### config.mk
export PLATFORM = sky130hd
export DESIGN_NAME = dht_rem
export DESIGN_NICKNAME = d
export VERILOG_FILES = /design/src/rtl/core/dht_pkg.sv /design/src/rtl/core/dht_rem.sv
export SDC_FILE = /design/constraint.sdc
export NUM_CORES = 1
export LEC_CHECK = 0
export BUFFER_PORTS_ARGS = -buffer_cell sky130_fd_sc_hd__buf_2
export CAP_MARGIN = 20
export CORE_ASPECT_RATIO = 0.7
export CORE_MARGIN = 1
export CORE_UTILIZATION = 34
export DETAILED_ROUTE_END_ITERATION = 8
export REMOVE_ABC_BUFFERS = 1
export SLEW_MARGIN = 15
export SYNTH_ARGS = -nofsm -noshare
export SYNTH_HDL_FRONTEND = slang
export SYNTH_SLANG_ARGS = --single-unit
export TNS_END_PERCENT = 1
### constraint.sdc
create_clock -name clk -period 4.65 [get_ports clk]
set_clock_uncertainty 0.2 [all_clocks]
set_input_delay 1.395 -clock clk [delete_from_list [all_inputs] [get_ports clk]]
set_output_delay 1.395 -clock clk [all_outputs]
set_load 0.03 [all_outputs]
### src/rtl/core/dht_pkg.sv
package dht_pkg;

	localparam int KEY_W  = 31;
	localparam int PAY_W  = 16;
	localparam int CAP_W  = 11;
	localparam int SLOT_W = 10;
	localparam int CNT_W  = 11;
	localparam int CAP_RESET = 16;

	typedef enum logic [1:0] {
		ST_STORED  = 2'd0,
		ST_DROPPED = 2'd1,
		ST_LIMIT   = 2'd2
	} status_t;

	typedef struct packed {
		logic [KEY_W-1:0] key;
		logic [PAY_W-1:0] payload;
	} in_word_t;

	typedef struct packed {
		status_t           status;
		logic [SLOT_W-1:0] slot;
		logic [CAP_W-1:0]  table_size;
		logic [CNT_W-1:0]  entry_count;
	} out_word_t;

	typedef struct packed {
		logic             valid;
		logic [KEY_W-1:0] key;
		logic [PAY_W-1:0] payload;
	} slot_entry_t;

	typedef enum logic [3:0] {
		S_CLEAR,
		S_IDLE,
		S_GCLR,
		S_GRD,
		S_GWAIT,
		S_MB_GO,
		S_MB_WAIT,
		S_MS_GO,
		S_MS_WAIT,
		S_PRD,
		S_PCHK
	} fsm_t;

endpackage

### src/rtl/core/dht_rem.sv
module dht_rem import dht_pkg::*; #(
	parameter int SW = 11
) (
	input  logic             clk,
	input  logic             arst_n,
	input  logic             start,
	input  logic [KEY_W-1:0] dividend,
	input  logic [SW-1:0]    divisor,
	output logic             done,
	output logic [SW-1:0]    rem
);
	localparam int CW = $clog2(KEY_W);

	logic [CW-1:0]    cnt_q;
	logic             run_q;
	logic             done_q;
	logic [KEY_W-1:0] dvd_q;
	logic [SW-1:0]    r_q;
	logic [SW-1:0]    d_q;
	logic [SW:0]      trial;
	logic [SW:0]      diff;

	// restoring division, one quotient bit per cycle
	assign trial = {r_q, dvd_q[KEY_W-1]};
	assign diff  = trial - {1'b0, d_q};

	always_ff @(posedge clk or negedge arst_n) begin
		if (!arst_n) begin
			run_q  <= 1'b0;
			done_q <= 1'b0;
			cnt_q  <= '0;
		end else begin
			done_q <= 1'b0;
			if (start) begin
				run_q <= 1'b1;
				cnt_q <= CW'(KEY_W - 1);
			end else if (run_q) begin
				cnt_q <= cnt_q - 1'b1;
				if (cnt_q == '0) begin
					run_q  <= 1'b0;
					done_q <= 1'b1;
				end
			end
		end
	end

	always_ff @(posedge clk) begin
		if (start) begin
			dvd_q <= dividend;
			d_q   <= divisor;
			r_q   <= '0;
		end else if (run_q) begin
			dvd_q <= {dvd_q[KEY_W-2:0], 1'b0};
			r_q   <= (trial >= {1'b0, d_q}) ? diff[SW-1:0] : trial[SW-1:0];
		end
	end

	assign done = done_q;
	assign rem  = r_q;
endmodule

Word-level counts from Yosys, hierarchy flattened
Cells that the tools add are included.

Input bits: 45. Flip-flop bits (word level): 60. Word-level logic and storage cells: 22.

Mux-type cells: 11. Add/sub/neg operators: 2. Order comparisons: 1. Reductions and logical operators: 2.

Operators with widths (count): $mux 31 (2); $ge 12x11->1 (1); $mux 11 (1); $sub 11x11->11 (1); $mux 5 (2); $mux 1 (6); $logic_not 5->1 (1); $sub 5x1->5 const B (1); $reduce_bool 2->1 (1).

Longest topological paths before layout
Depth after elaboration: 4. Depth in mapped cells: 10. Gate-level depth less buffers: 9.

Least setup slack after synthesis
OpenSTA, ideal clock, no wires.

Kind: input to register. Start point: in start. End point: reg dvd_q[0] (enable). Arrival time: 2.243 ns. Stages on the path: 3. Path slack: 1.805 ns. Path through: clkbuf_8 nor2_1 inv_1.

Cells in the longest elaborated chain, start to end: 1.

Ends and longest elaborated chain: from (decl) (RTL line dht_rem.sv:6) `input logic start,`; $reduce_bool 2->1 (no line); to (signal assigned) (RTL line dht_rem.sv:49) `dvd_q <= dividend;`; to (signal assigned) (RTL line dht_rem.sv:53) `dvd_q <= {dvd_q[KEY_W-2:0], 1'b0};`; to (decl) (RTL line dht_rem.sv:17) `logic [KEY_W-1:0] dvd_q;`.

No other way between the ends. A chain may end at the register's enable or synchronous reset.

Worst setup path in the final report
Start point: in start. End point: reg dvd_q[30] (enable).

Same word-level chain as after synthesis.

==> summary.md <==
| Metric | Value |
|---|---|
| Total wire length | `5.95 mm` |
| Slew HR | `0.567` |
| Main synth FF type | `edfxtp_1` |
| Worst Path Required | `between 4000 and 5000 ps` |
| Synthesis-to-finish area growth | `22.3%` |
| Diode count | `0` |
| Max_cap viols | `0` |
| Final Hold Viols | `0` |
| Gpl congestion | `0.758` |
| Setup crit end kind | `flip-flop` |
| Cell leakage power | `1.60 nW` |
| Largest net degree at the start of global routing | `55` |
| Clk Tree Root Cell | `clkbuf_16` |
| Largest family of logic cells by synthesized area | `multiplexers` |
| Critical path class | `in2reg` |
| Post-Synth Simple-Gate Area | `0.0856` |
| Max Root-Sink Buffers | `2` |
| Maximum VDD drop | `252 µV` |
| Endpoints failing setup | `0` |
| DRC viols | `0` |
| Yosys warning count | `0` |
| XOR/XNOR Fraction of Synth Area | `0.0284` |
| Startpoint class of the critical path | `primary input` |
| Post-CTS setup repair buffer count | `0` |
| Power Dens Cells | `about 560 nW/µm²` |
| IO Pins | `57` |
| Mux cell area share after synthesis | `0.141` |
| Async set-or-reset flop fraction in the synthesized netlist | `0.117` |
| Post-route ant nets | `0` |
| H-tree levels | `3` |
| DPL Wire Length | `4.08 mm` |
| Nets | `around 360` |
| Post-CTS sizing | `0` |
| Starting Density | `0.358` |
| Clock slew at reported path FFs | `50 ps` |
| Mean post-synth cell area | `about 13 µm²` |
| Synth Instances | `~240` |
| Vias in the first global route | `1943` |
| Hold buffer count at cts | `0` |
| Worst endpoint data arrival time | `2790 ps` |
| First-pass GRT wire length | `9.81 mm` |
| Yosys reg bits | `60` |
| Final number of max-transition violations | `0` |
| Worst Tran Pin Value | `roughly 650 ps` |
| Fmax | `between 300 and 400 MHz` |
| Vias | `1937` |
| Crit path max fanout | `18` |
| Total gr overflow | `0` |
| Tcrit/Tclk final | `0.630` |
| Die Area | `9470 µm²` |
| DR iter-0 viols | `just over 80` |
| Port bufs | `56` |
| Clock latency on the worst-skew pair | `330 ps` |
| Clk sinks | `60` |
| DRT Pass-1 Iters | `4` |
| Antenna violations before repair | `0` |
| Hold Slack | `about 300 ps` |
| Fin crit period | `just under 3000 ps` |
| Die width | `116 µm` |
| Worst hold-check path type | `reg2reg` |
| Status | `finished, final reports clean` |
| CTS tree | `yes` |
| Post-Route Setup TNS | `0 ps` |
| Synth unique cells | `51` |
| RSZ-0062 raised after global routing | `no` |
| GRT Total Usage | `0.142` |
| Compound-cell area share of the yosys netlist | `0.101` |
| EDFF count, synth | `42` |
| Wire length per cell | `around 14 µm` |
| Via/cell ratio | `4.59` |
| Die Y | `between 80 and 90 µm` |
| Site Rows | `28` |
| # fillers | `833` |
| Core area | `around 8600 µm²` |
| TritonCTS buffer count | `9` |
| Layout cells sized above 1 | `0.381` |
| Adder-cell share of the synthesized area | `0.0592` |
| Seq/Total Area, Yosys | `0.537` |
| Netlist Area Pre-Place | `3090 µm²` |
## synth_stat cells, drive strengths merged, types with 2 or more instances
master   number  area share
nor2         12       0.015
dfrtp         7       0.057
o21ai        10       0.017
nand2b        7       0.014
a211oi        5       0.019
mux2i         7       0.023
nand2        10       0.012
buf           3       0.014
a21o          6       0.015
clkbuf        5       0.013
a21oi         4      0.0065
nand3         2      0.0032
ha           13       0.053
xor2          3      0.0085
nor3b         2      0.0049
and2          3      0.0069
nor2b         3      0.0061
dfxtp        11       0.071
mux2         32        0.12
o2111ai       2      0.0057
a31oi         2      0.0041
xnor2         7       0.020
inv          18       0.022
edfxtp       42        0.41
## flip-flops by register name, indices dropped and copies added (netlist names)
signal / count
cnt_q: 5
rem: 11
run_q: 1
d_q: 11
done: 1
dvd_q: 31
## critical path, stage by stage
cell,delay (ps)
buf_2,120
nor2_1,470
inv_1,450
buf_4,350
## worst paths after layout
path,from,to,slack [ps],depth (start not counted)
worst min-delay path,rem[2],rem[2],300,2
worst max register to register,d_q[0],rem[0],1860,8
min in group asynchronous,arst_n,cnt_q[0],690,1
worst max-delay path,start,dvd_q[30],1720,4
worst min register to register,rem[2],rem[2],300,2
max in group asynchronous,arst_n,cnt_q[1],3400,1
## kinds of logic after synthesis
kind of cell,after synthesis
muxes,39
and+or+nand+nor,47
xor gates and xnor gates,10
AOI/OAI and AO/OA,40
DFF,60
adders and majority gates,14
buffers and inverters,26
## power breakdown
part | internal [W] | switching [W] | leakage, nW | total (W)
logic | 0.000296 | 0.000385 | 0.843 | 0.000681
registers | 0.000658 | 0.0000596 | 0.601 | 0.000717
clock network | 0.000483 | 0.000242 | 0.159 | 0.000725
total | 0.00144 | 0.000687 | 1.60 | 0.00212
## per-stage QoR
stage | cells | area, µm² | setup slack (ps) | total power, W | util
after global placement | 406 | 3450 | 1410 | 0.00140 | 0.400
after detailed placement | 406 | 3450 | 1360 | 0.00141 | 0.400
after CTS | 422 | 3770 | 1730 | 0.00215 | 0.438
final | 422 | 3770 | 1720 | 0.00212 | 0.438
after global routing | 422 | 3770 | 1620 | 0.00225 | 0.438
after floorplan | 228 | 3000 | 1910 | 0.00124 | -
## placed cells by master (no fill, tap or decap), types with 2 or more instances in the layout
cell type and instances:
dfxtp_1 11, xor2_1 3, bufinv_16 2, edfxtp_1 42
a21o_1 6, ha_1 13, nor2_1 12, nand2_1 10
mux2_2 31, clkinv_2 2, buf_4 2, and2_2 2
a211oi_2 2, xnor2_1 7, inv_1 18, o2111ai_1 2
clkbuf_16 9, a211oi_1 2, nand2b_1 7, a21oi_1 4
o21ai_0 9, dfrtp_1 7, nor3b_1 2, buf_2 56
nand3_1 2, nor2b_1 3, mux2i_1 7, a31oi_1 2
## routing by layer
metal  up-vias  share of wire  track usage
met3         8          0.083       0.0782
met5         -              0            0
met2        53           0.40        0.190
met1       886           0.51        0.192
li1        990              -            -
met4         0          0.011       0.0462
## final cells by class
cell class,count,area [µm²],area share
tap,120,150,0.0398
sequential,60,1660,0.439
clock buffer,10,239,0.0633
timing repair buffer,58,295,0.0782
inverter,18,67.6,0.0179
multi-input combinational,150,1280,0.339
clock inverter,6,86.3,0.0229
No activity file was read; power rests on OpenSTA's default activity.
